[src/rtl/core/jet_pkg.sv]
package jet_pkg;

  // Fixed-point format of z and c
  localparam int ZW         = 32;
  localparam int FRAC_BITS  = 28;
  localparam int COUNT_BITS = 10;
  localparam int PROD_W     = 2 * ZW;
  // Wide enough for a shifted product plus c without wrap
  localparam int SUM_W      = ZW + 8;
  localparam int BAIL_W     = 33;
  localparam int CFG_W      = BAIL_W;

  localparam logic [COUNT_BITS-1:0] MAX_ITER_RESET = COUNT_BITS'(50);
  localparam logic [BAIL_W-1:0]     BAILOUT_RESET  = BAIL_W'(64'd1073741824);

  typedef logic signed [ZW-1:0]     z_t;
  typedef logic signed [PROD_W-1:0] prod_t;
  typedef logic signed [SUM_W-1:0]  sum_t;
  typedef logic [COUNT_BITS-1:0]    cnt_t;
  typedef logic [BAIL_W-1:0]        bail_t;
  typedef logic [CFG_W-1:0]         cfg_data_t;

  typedef enum logic [1:0] {
    CFG_C_REAL     = 2'd0,
    CFG_C_IMAG     = 2'd1,
    CFG_BAILOUT_SQ = 2'd2,
    CFG_MAX_ITER   = 2'd3
  } cfg_idx_t;

  typedef enum logic [3:0] {
    ST_IDLE,
    ST_MUL_RR,
    ST_MUL_II,
    ST_MUL_RI,
    ST_UPDATE,
    ST_CHECK,
    ST_MAG_IM,
    ST_COMPARE,
    ST_FINISH
  } state_t;

endpackage

[src/rtl/core/jet_in_if.sv]
interface jet_in_if;
  import jet_pkg::*;

  logic valid;
  logic ready;
  z_t   start_real;
  z_t   start_imag;

  modport source (output valid, output start_real, output start_imag, input ready);
  modport sink   (input valid, input start_real, input start_imag, output ready);
endinterface

[src/rtl/core/jet_out_if.sv]
interface jet_out_if;
  import jet_pkg::*;

  logic valid;
  logic ready;
  cnt_t iter_count;

  modport source (output valid, output iter_count, input ready);
  modport sink   (input valid, input iter_count, output ready);
endinterface

[src/rtl/core/julia_escape_time.sv]
// Channel   Dir  Payload                   Handshake
// point     in   start_real, start_imag    valid/ready
// result    out  iter_count                valid/ready
// cfg       in   cfg_index, cfg_data       cfg_we, no stall
//
// One step runs MUL_RR, MUL_II, MUL_RI, UPDATE, CHECK, MAG_IM and COMPARE
// on one shared 32x32 multiplier (five products, then the add/compare of
// |z|^2); a step that overflows a component ends after CHECK instead.
// Reset (rst, synchronous) loads c = 0, bailout_sq = 4.0, max_iter = 50.
// A finished result sits in an output register; the next point is
// accepted while it waits, and only the final write stalls on result.ready.
module julia_escape_time (
  input  logic                clk,
  input  logic                rst,
  input  logic                cfg_we,
  input  jet_pkg::cfg_idx_t   cfg_index,
  input  jet_pkg::cfg_data_t  cfg_data,
  jet_in_if.sink              point,
  jet_out_if.source           result
);
  import jet_pkg::*;

  // Configuration registers
  z_t    c_real;
  z_t    c_imag;
  bail_t bailout_sq;
  cnt_t  max_iter;

  // Sequencer and datapath
  state_t state;
  state_t state_next;
  z_t     re;
  z_t     im;
  z_t     nre;
  z_t     nim;
  logic   z_ovf;
  prod_t  acc;
  prod_t  prod;
  cnt_t   iter;
  cnt_t   limit;
  cnt_t   count;
  z_t     mul_a;
  z_t     mul_b;
  logic   out_load;
  logic   out_valid;
  cnt_t   out_count;

  prod_t  re_shr;
  prod_t  im_shr;
  sum_t   nre_sum;
  sum_t   nim_sum;
  logic   sum_ovf;
  logic [PROD_W-1:0]           mag;
  logic [PROD_W-FRAC_BITS-1:0] mag_hi;
  logic                        escape;
  logic                        last_step;
  logic                        accept;

  // Write configuration
  always_ff @(posedge clk) begin
    if (rst) begin
      c_real     <= '0;
      c_imag     <= '0;
      bailout_sq <= BAILOUT_RESET;
      max_iter   <= MAX_ITER_RESET;
    end else if (cfg_we) begin
      unique case (cfg_index)
        CFG_C_REAL:     c_real     <= cfg_data[ZW-1:0];
        CFG_C_IMAG:     c_imag     <= cfg_data[ZW-1:0];
        CFG_BAILOUT_SQ: bailout_sq <= cfg_data[BAIL_W-1:0];
        CFG_MAX_ITER:   max_iter   <= cfg_data[COUNT_BITS-1:0];
      endcase
    end
  end

  jet_mul u_mul (
    .clk  (clk),
    .a    (mul_a),
    .b    (mul_b),
    .prod (prod)
  );

  // Step arithmetic: floor shifts, add c, range test, |z|^2 compare
  assign re_shr    = acc >>> FRAC_BITS;
  assign im_shr    = prod >>> (FRAC_BITS - 1);
  assign nre_sum   = sum_t'(re_shr[SUM_W-1:0]) + SUM_W'(c_real);
  assign nim_sum   = sum_t'(im_shr[SUM_W-1:0]) + SUM_W'(c_imag);
  assign sum_ovf   = ((nre_sum[SUM_W-1:ZW-1] != '0) && (nre_sum[SUM_W-1:ZW-1] != '1)) ||
                     ((nim_sum[SUM_W-1:ZW-1] != '0) && (nim_sum[SUM_W-1:ZW-1] != '1));
  assign mag       = unsigned'(acc) + unsigned'(prod);
  assign mag_hi    = mag[PROD_W-1:FRAC_BITS];
  assign escape    = (mag_hi > (PROD_W-FRAC_BITS)'(bailout_sq)) ||
                     ((mag_hi == (PROD_W-FRAC_BITS)'(bailout_sq)) &&
                      (mag[FRAC_BITS-1:0] != '0));
  assign last_step = (iter == limit - cnt_t'(1));
  assign accept    = point.valid && point.ready;

  // Hold state
  always_ff @(posedge clk) begin
    if (rst) begin
      state <= ST_IDLE;
    end else begin
      state <= state_next;
    end
  end

  // Advance the sequencer
  always_comb begin
    state_next = state;
    unique case (state)
      ST_IDLE: begin
        if (point.valid) begin
          state_next = (max_iter == '0) ? ST_FINISH : ST_MUL_RR;
        end
      end
      ST_MUL_RR:  state_next = ST_MUL_II;
      ST_MUL_II:  state_next = ST_MUL_RI;
      ST_MUL_RI:  state_next = ST_UPDATE;
      ST_UPDATE:  state_next = ST_CHECK;
      ST_CHECK:   state_next = z_ovf ? ST_FINISH : ST_MAG_IM;
      ST_MAG_IM:  state_next = ST_COMPARE;
      ST_COMPARE: state_next = (escape || last_step) ? ST_FINISH : ST_MUL_RR;
      ST_FINISH: begin
        if (!out_valid || result.ready) begin
          state_next = ST_IDLE;
        end
      end
      default:    state_next = ST_IDLE;
    endcase
  end

  // Drive handshake and multiplier operands
  always_comb begin
    point.ready = 1'b0;
    out_load    = 1'b0;
    mul_a       = re;
    mul_b       = re;
    unique case (state)
      ST_IDLE:   point.ready = 1'b1;
      ST_MUL_II: begin
        mul_a = im;
        mul_b = im;
      end
      ST_MUL_RI: begin
        mul_a = re;
        mul_b = im;
      end
      ST_CHECK: begin
        mul_a = nre;
        mul_b = nre;
      end
      ST_MAG_IM: begin
        mul_a = nim;
        mul_b = nim;
      end
      ST_FINISH: out_load = !out_valid || result.ready;
      default: ;
    endcase
  end

  // Update datapath registers
  always_ff @(posedge clk) begin
    unique case (state)
      ST_IDLE: begin
        if (accept) begin
          re    <= point.start_real;
          im    <= point.start_imag;
          iter  <= '0;
          limit <= max_iter;
          count <= '0;
        end
      end
      ST_MUL_II: acc <= prod;
      ST_MUL_RI: acc <= acc - prod;
      ST_UPDATE: begin
        nre   <= nre_sum[ZW-1:0];
        nim   <= nim_sum[ZW-1:0];
        z_ovf <= sum_ovf;
      end
      ST_CHECK: begin
        if (z_ovf) begin
          count <= iter;
        end
      end
      ST_MAG_IM: acc <= prod;
      ST_COMPARE: begin
        if (escape) begin
          count <= iter;
        end else begin
          re   <= nre;
          im   <= nim;
          iter <= iter + cnt_t'(1);
        end
      end
      default: ;
    endcase
  end

  // Hold the result until taken
  always_ff @(posedge clk) begin
    if (rst) begin
      out_valid <= 1'b0;
    end else if (out_load) begin
      out_valid <= 1'b1;
    end else if (result.ready) begin
      out_valid <= 1'b0;
    end
  end

  always_ff @(posedge clk) begin
    if (out_load) begin
      out_count <= count;
    end
  end

  assign result.valid      = out_valid;
  assign result.iter_count = out_count;

endmodule

[src/rtl/core/jet_mul.sv]
module jet_mul (
  input  logic        clk,
  input  jet_pkg::z_t a,
  input  jet_pkg::z_t b,
  output jet_pkg::prod_t prod
);
  import jet_pkg::*;

  // Register the signed product every cycle
  always_ff @(posedge clk) begin
    prod <= PROD_W'(a) * PROD_W'(b);
  end

endmodule
[src/flat_wrapper.sv]
// flat-port wrapper written by rule: the top's interface ports become plain ports
module julia_escape_time_flat import jet_pkg::*;
  (clk, rst, cfg_we, cfg_index, cfg_data, point_valid, point_start_real, point_start_imag, point_ready, result_valid, result_iter_count, result_ready);
  jet_in_if point_i ();
  jet_out_if result_i ();
  input  logic clk;
  input  logic rst;
  input  logic cfg_we;
  input  jet_pkg::cfg_idx_t cfg_index;
  input  jet_pkg::cfg_data_t cfg_data;
  input wire logic [$bits(point_i.valid)-1:0] point_valid;
  input wire logic [$bits(point_i.start_real)-1:0] point_start_real;
  input wire logic [$bits(point_i.start_imag)-1:0] point_start_imag;
  output wire logic [$bits(point_i.ready)-1:0] point_ready;
  output wire logic [$bits(result_i.valid)-1:0] result_valid;
  output wire logic [$bits(result_i.iter_count)-1:0] result_iter_count;
  input wire logic [$bits(result_i.ready)-1:0] result_ready;
  assign point_i.valid = point_valid;
  assign point_i.start_real = point_start_real;
  assign point_i.start_imag = point_start_imag;
  assign point_ready = point_i.ready;
  assign result_valid = result_i.valid;
  assign result_iter_count = result_i.iter_count;
  assign result_i.ready = result_ready;
  julia_escape_time u_core (.clk(clk), .rst(rst), .cfg_we(cfg_we), .cfg_index(cfg_index), .cfg_data(cfg_data), .point(point_i), .result(result_i));
endmodule
[config.mk]
export PLATFORM = sky130hd
export DESIGN_NAME = julia_escape_time_flat
export DESIGN_NICKNAME = d
export VERILOG_FILES = /design/src/rtl/core/jet_pkg.sv /design/src/rtl/core/jet_in_if.sv /design/src/rtl/core/jet_out_if.sv /design/src/rtl/core/julia_escape_time.sv /design/src/rtl/core/jet_mul.sv /design/src/flat_wrapper.sv
export SDC_FILE = /design/constraint.sdc
export NUM_CORES = 2
export LEC_CHECK = 0
export CAP_MARGIN = 20
export CORE_UTILIZATION = 55
export DETAILED_ROUTE_END_ITERATION = 16
export DONT_BUFFER_PORTS = 1
export GPL_ROUTABILITY_DRIVEN = 0
export GPL_TIMING_DRIVEN = 0
export PLACE_DENSITY = 0.76
export REMOVE_ABC_BUFFERS = 1
export SLEW_MARGIN = 0
export SYNTH_ARGS = -nofsm -noshare
export SYNTH_HDL_FRONTEND = slang
export SYNTH_SLANG_ARGS = --single-unit
export TNS_END_PERCENT = 5
[constraint.sdc]
create_clock -name clk -period 18.3 [get_ports clk]
set_input_delay 3.66 -clock clk [delete_from_list [all_inputs] [get_ports clk]]
set_output_delay 3.66 -clock clk [all_outputs]
set_load 0.02 [all_outputs]
[Word level (Yosys, flattened, before mapping)]
Index checks and enable logic that the tools add are counted.
Word-level totals
  logic and storage cells: 100
  RAM bits: 0
  output and inout port bits: 12
  ROM bits: 0
  bits in latches: 0
  memories: 0
  flip-flop bits (word level): 409
Cells by class
  multiplexer cells: 25
  div/mod/pow operators: 0
  add/sub/neg operators: 6
  equal/unequal tests: 21
  order comparisons: 1
  multipliers: 1
  shift operators: 0
  bitwise gates (word level): 0
  reductions and logical operators: 29
Operators by type and width (number)
  $pmux 32 s3: 2
  $mux 32: 4
  $pmux 32 s2: 2
  $pmux 64 s2: 1
  $add 64x64->64: 1
  $mul 32x32->64: 1
  $sub 64x64->64: 1
  $mux 10: 4
  $add 37x32->38: 1
  $add 36x32->37: 1
  $eq 36x33->1: 1
  $gt 36x33->1: 1
  $pmux 4 s9: 1
  $pmux 10 s3: 1
  $reduce_bool 28->1: 1
  $mux 4: 5
  $pmux 10 s2: 1
  $ne 9x9->1 const B: 2
  $reduce_bool 9->1: 2
  $eq 4x3->1 const B: 4
  $reduce_and 2->1: 6
  $add 10x1->10 const B: 1
  $eq 10x10->1: 1
  $logic_not 10->1: 1
  19 further kinds: 37

[Depth between registers and ports, before layout]
  word-level depth: 7
  gate-level depth with buffers: 39
  gate-level depth less buffers: 35

[Modules after synthesis]
From an unflattened synthesis, not the netlist that was laid out.
Unflattened totals
  cells, all modules: 7210
  area, all modules: 64707.1 µm²
By module, submodules not included
  jet_mul: cells each 4050, times used 1, area an instance 37846.3 µm², seq. area each 1281.2 µm²
  julia_escape_time: cells each 3160, times used 1, area an instance 26860.8 µm², seq. area each 9238.9 µm²

[Least setup slack after synthesis]
No wires, ideal clock.
  path type: register to register
  start: register u_core.u_mul.prod[1]
  end: register u_core.im[0], enable pin
  library setup time: 0.609 ns
  path buffers: 0
  data required time: 17.691 ns
  cell stages (with the launch flop): 28
  period minus slack after synthesis: 11.546 ns
  data arrival time: 10.937 ns
  slack: 6.754 ns
  cell sequence: dfxtp_1 -> inv_1 -> ha_1 -> nor2b_1 -> o21ai_0 -> a32oi_1 -> o41ai_1 -> a211oi_1 -> or4_1 -> a31oi_1 -> o31ai_1 -> nand2_1 -> nand2_1 -> a21oi_1 -> xnor2_1 -> ha_1 -> nand4_1 -> nor4_1 -> nand4_1 -> o21bai_1 -> nor4b_1 -> and4_1 -> nand4_1 -> or4_1 -> o31ai_1 -> nor4b_2 -> nand4_1 -> o21ai_0
Between the ends
  word-level cells in the longest chain between the ends: 6
RTL lines
  start, declared: line jet_mul.sv:5  | output jet_pkg::prod_t prod
  start signal, assigned: line jet_mul.sv:11  | prod <= PROD_W'(a) * PROD_W'(b);
  $add 64x64->64 *: line julia_escape_time.sv:90  | assign mag = unsigned'(acc) + unsigned'(prod);
  branches (longest 2 deep; another with $gt 36x33->1)
  $logic_or 1x1->1 *: line julia_escape_time.sv:92  | assign escape = (mag_hi > (PROD_W-FRAC_BITS)'(bailout_sq)) ||
  $ne 2x2->1 (no line) *
  $reduce_and 3->1 (no line) *
  end signal, assigned: line julia_escape_time.sv:167  | im <= point.start_imag;
  end signal, assigned: line julia_escape_time.sv:191  | im <= nim;
  end, declared: line julia_escape_time.sv:33  | z_t im;
Every way passes the cells marked *.
A chain may end at the register's enable or synchronous reset.

[Worst setup path after layout]
  start: register u_core.state[1]
  end: register u_core.u_mul.prod[63]
Between the ends
  word-level cells in the longest chain between the ends: 4
RTL lines
  start, declared: line julia_escape_time.sv:30  | state_t state;
  start signal, assigned: line julia_escape_time.sv:103  | state <= state_next;
  $eq 4x2->1: line julia_escape_time.sv:138  | unique case (state)
  $reduce_or 2->1 (no line)
  $pmux 32 s3: line julia_escape_time.sv:138
  $mul 32x32->64 *: line jet_mul.sv:11
Mark *: on every way between the ends. The rest lies on a longest branch, timed or not.

==> impl_metrics.csv <==
group,metric,value,unit
logic_synthesis,synth_top_cell_area_share,34.8,%
floorplan,pin_count,116,
sta,slew_viol_final,0,
cts,path_clk_slew,60,ps
logic_synthesis,async_reset_ff_share,0,%
detailed_routing,wire_per_inst,23.3,µm
status,outcome,"completed",
detailed_routing,antenna_left,0,
sta,period_share,69.9,%
logic_synthesis,synth_seq_cells,409,
detailed_routing,vias,51600,
floorplan,die_x,339,µm
layout,layout_commonest_cell,"inv_1",
detailed_routing,first_pass_iters,6,
floorplan,fp.dieH,339,µm
logic_synthesis,synth_flop_cell,"edfxtp_1",
global_routing,grt_max_degree,114,
global_routing,grt-ovfl-total,0,
critical_path,worstSetupPathType,"reg -> reg",
placement,postPlaceCellArea,65000,µm²
detailed_routing,drtIter0Drc,5511,
sta,rsz0062_at_grt,"false",
critical_path,r2r_cells,35,
sta,tightest_slew,1220,ps
logic_synthesis,synth_edf_count,233,
cts,numClockSinks,409,
floorplan,core.rowCount,123,
critical_path,critPathRequiredTime,18860,ps
cts,clk_latency,650,ps
detailed_routing,via_per_inst,6.13,
sta,finalWorstSetupSlack,5500,ps
global_routing,antenna_found_initial,35,
floorplan,initial_core_util,55.6,%
detailed_routing,totalWireLength,196,mm
floorplan,die_area,115000,µm²
logic_synthesis,synth_simple_gate_area_share,14.5,%
cts,htree_levels,2,
critical_path,critPathLaunchType,"flip-flop",
global_routing,globalRouteTotalUtil,34.3,%
critical_path,rr_startpoint,"u_core.state[1]",
logic_synthesis,synth_top_family_by_area,"adder cells",
global_routing,grt_pass1_vias,52000,
sta,setup_viol,0,
logic_synthesis,synth_adder_area_share,43.2,%
cts,holdBufCountCts,0,
critical_path,timing.rr.end,"u_core.u_mul.prod[63]",
layout,syn2layout_area_growth,6.73,%
cts,cts_made_buffers,47,
sta,finalHoldViolCount,0,
critical_path,crit_start,"u_core.state[1]",
layout,finish.instance_area,66700,µm²
cts,cts_tree,"yes",
logic_synthesis,synthTopCellsByArea,"fa_1 35%, edfxtp_1 11%, ha_1 8.4%",
floorplan,coreArea,112000,µm²
critical_path,slowest_stage,"fa_1",
global_routing,grt_pass1_wl,302,mm
sta,skew,69.0,ps
logic_synthesis,syn-mean-instance-area,8.87,µm²
cts,post-cts-setup-buffers,0,
critical_path,slowest_delay,1020,ps
run,maxCapViolCount,0,
sta,timing.fmax,0.0781,GHz
placement,post-place-ws,5760,ps
placement,portBuffers,0,
logic_synthesis,synthMuxAreaShare,1.33,%
logic_synthesis,ys_seq_area_share,16.8,%
sta,slew_headroom,18.4,%
logic_synthesis,synth_compound_area_share,11.7,%
layout,n_fill_cell,9319,
cts,ctsResizeCount,0,
layout,nNetsFinal,8460,
layout,drive_gt1_share,4.44,%
logic_synthesis,synthXorXnorAreaFrac,3.43,%
critical_path,reg2reg_slack,5500,ps
cts,cts_buffer_depth,3,
layout,layout_common_cells,"1,151 x inv_1, 1,086 x fa_1, 911 x nand2_1",
logic_synthesis,synth_top_area_cell,"fa_1",
critical_path,arrival,13360,ps
critical_path,crit_fanout,43,
placement,dp_hpwl,157,mm
logic_synthesis,postSynthCellCount,7043,
detailed_routing,drc_errors,0,
logic_synthesis,yosysUniqueCellTypes,89,
critical_path,crit_end,"u_core.u_mul.prod[63]",
worst_hold_path,min_path_type,"reg -> reg",
logic_synthesis,synth_area,62500,µm²
sta,min_period,12800,ps
critical_path,end_kind,"flip-flop",
cts,cts_root_buffer,"clkbuf_16",
logic_synthesis,yosysWarnings,0,
-- cell usage after synthesis, drive strengths merged (9+ instances only) --
library cell	instances
a31oi	29
nand2b	52
and2	34
o21a	64
o211ai	17
dfxtp	176
clkbuf	294
nor3	64
o31ai	34
nand2	917
o311ai	9
a21oi	459
xor2	47
fa	1086
nor2b	39
nand4	35
buf	32
mux2	68
o221ai	9
a21boi	12
o21ai	195
a211o	13
xnor2	198
nor2	797
edfxtp	233
o21bai	59
and3	24
nand3	86
ha	418
inv	1152
or4	10
or3	17
nor4	35
a22oi	56
a211oi	27
a21o	103
o2111ai	11
-- layer usage --
layer	global-route usage, %	part of all wire, %
met1	43.8	36
met5	0	0.081
met3	11.4	14
met2	52.2	44
met4	17.0	5.9
-- state kept, by name (all words and copies together), names as in the netlist, 32 cells and up --
signal             cells
u_core.u_mul.prod     64
u_core.bailout_sq     33
u_core.acc            64
u_core.c_real         32
u_core.c_imag         32
u_core.re             32
u_core.nim            32
u_core.im             32
u_core.nre            32
-- worst max-delay path, delay by kind of cell (launching register included) --
family / cells / cell delay [ps]
adders and majority gates: 9 / 4810
AOI/OAI and AO/OA: 8 / 2800
buffers and inverters: 11 / 2220
and+or+nand+nor: 6 / 2020
DFF: 1 / 640
xor gates and xnor gates: 1 / 140
-- cell type report --
cell class                 instances  area, µm²  area share [%]
antenna                           29       72.6           0.109
clock buffer                      65       1280            1.92
clock inverter                    23        265           0.398
inverter                        1159       4350            6.52
multi-input combinational       5149      46700            70.0
sequential                       409      10500            15.8
tap                             1500       1880            2.81
timing repair buffer              86       1640            2.46
-- per-stage QoR --
step                      TNS [ps]  std cells  utilization [%]  hold slack, ps
final                            0       8420             59.3             424
after global routing             0       8406             59.3             429
after CTS                        0       8388             59.2             427
after detailed placement         0       8300             57.8             405
after global placement      -21540       8217             56.1             410
after floorplan                  0       6717                -             400
-- worst min path at each step --
stage                     slack [ps]                          end             from  cells past startpoint
after floorplan                  400  u_core.result.iter_count[0]  u_core.count[0]                      0
after global placement           410  u_core.result.iter_count[4]  u_core.count[4]                      0
after detailed placement         400  u_core.result.iter_count[8]  u_core.count[8]                      0
after CTS                        430  u_core.result.iter_count[0]  u_core.count[0]                      0
after global routing             430  u_core.result.iter_count[0]  u_core.count[0]                      0
final                            420  u_core.result.iter_count[0]  u_core.count[0]                      0
-- kinds of logic (layout without fill, tap and decap cells) --
family	after synthesis	after routing
other cells	0	29
xor+xnor	245	245
flops	409	409
simple gates	2152	2152
buf+inv	1485	1333
compound gates	1174	1174
mux	74	74
fa+ha+maj	1504	1504
Power is not shown: default switching activity piles up to over one toggle a cycle in this logic, so the estimate is an artifact.
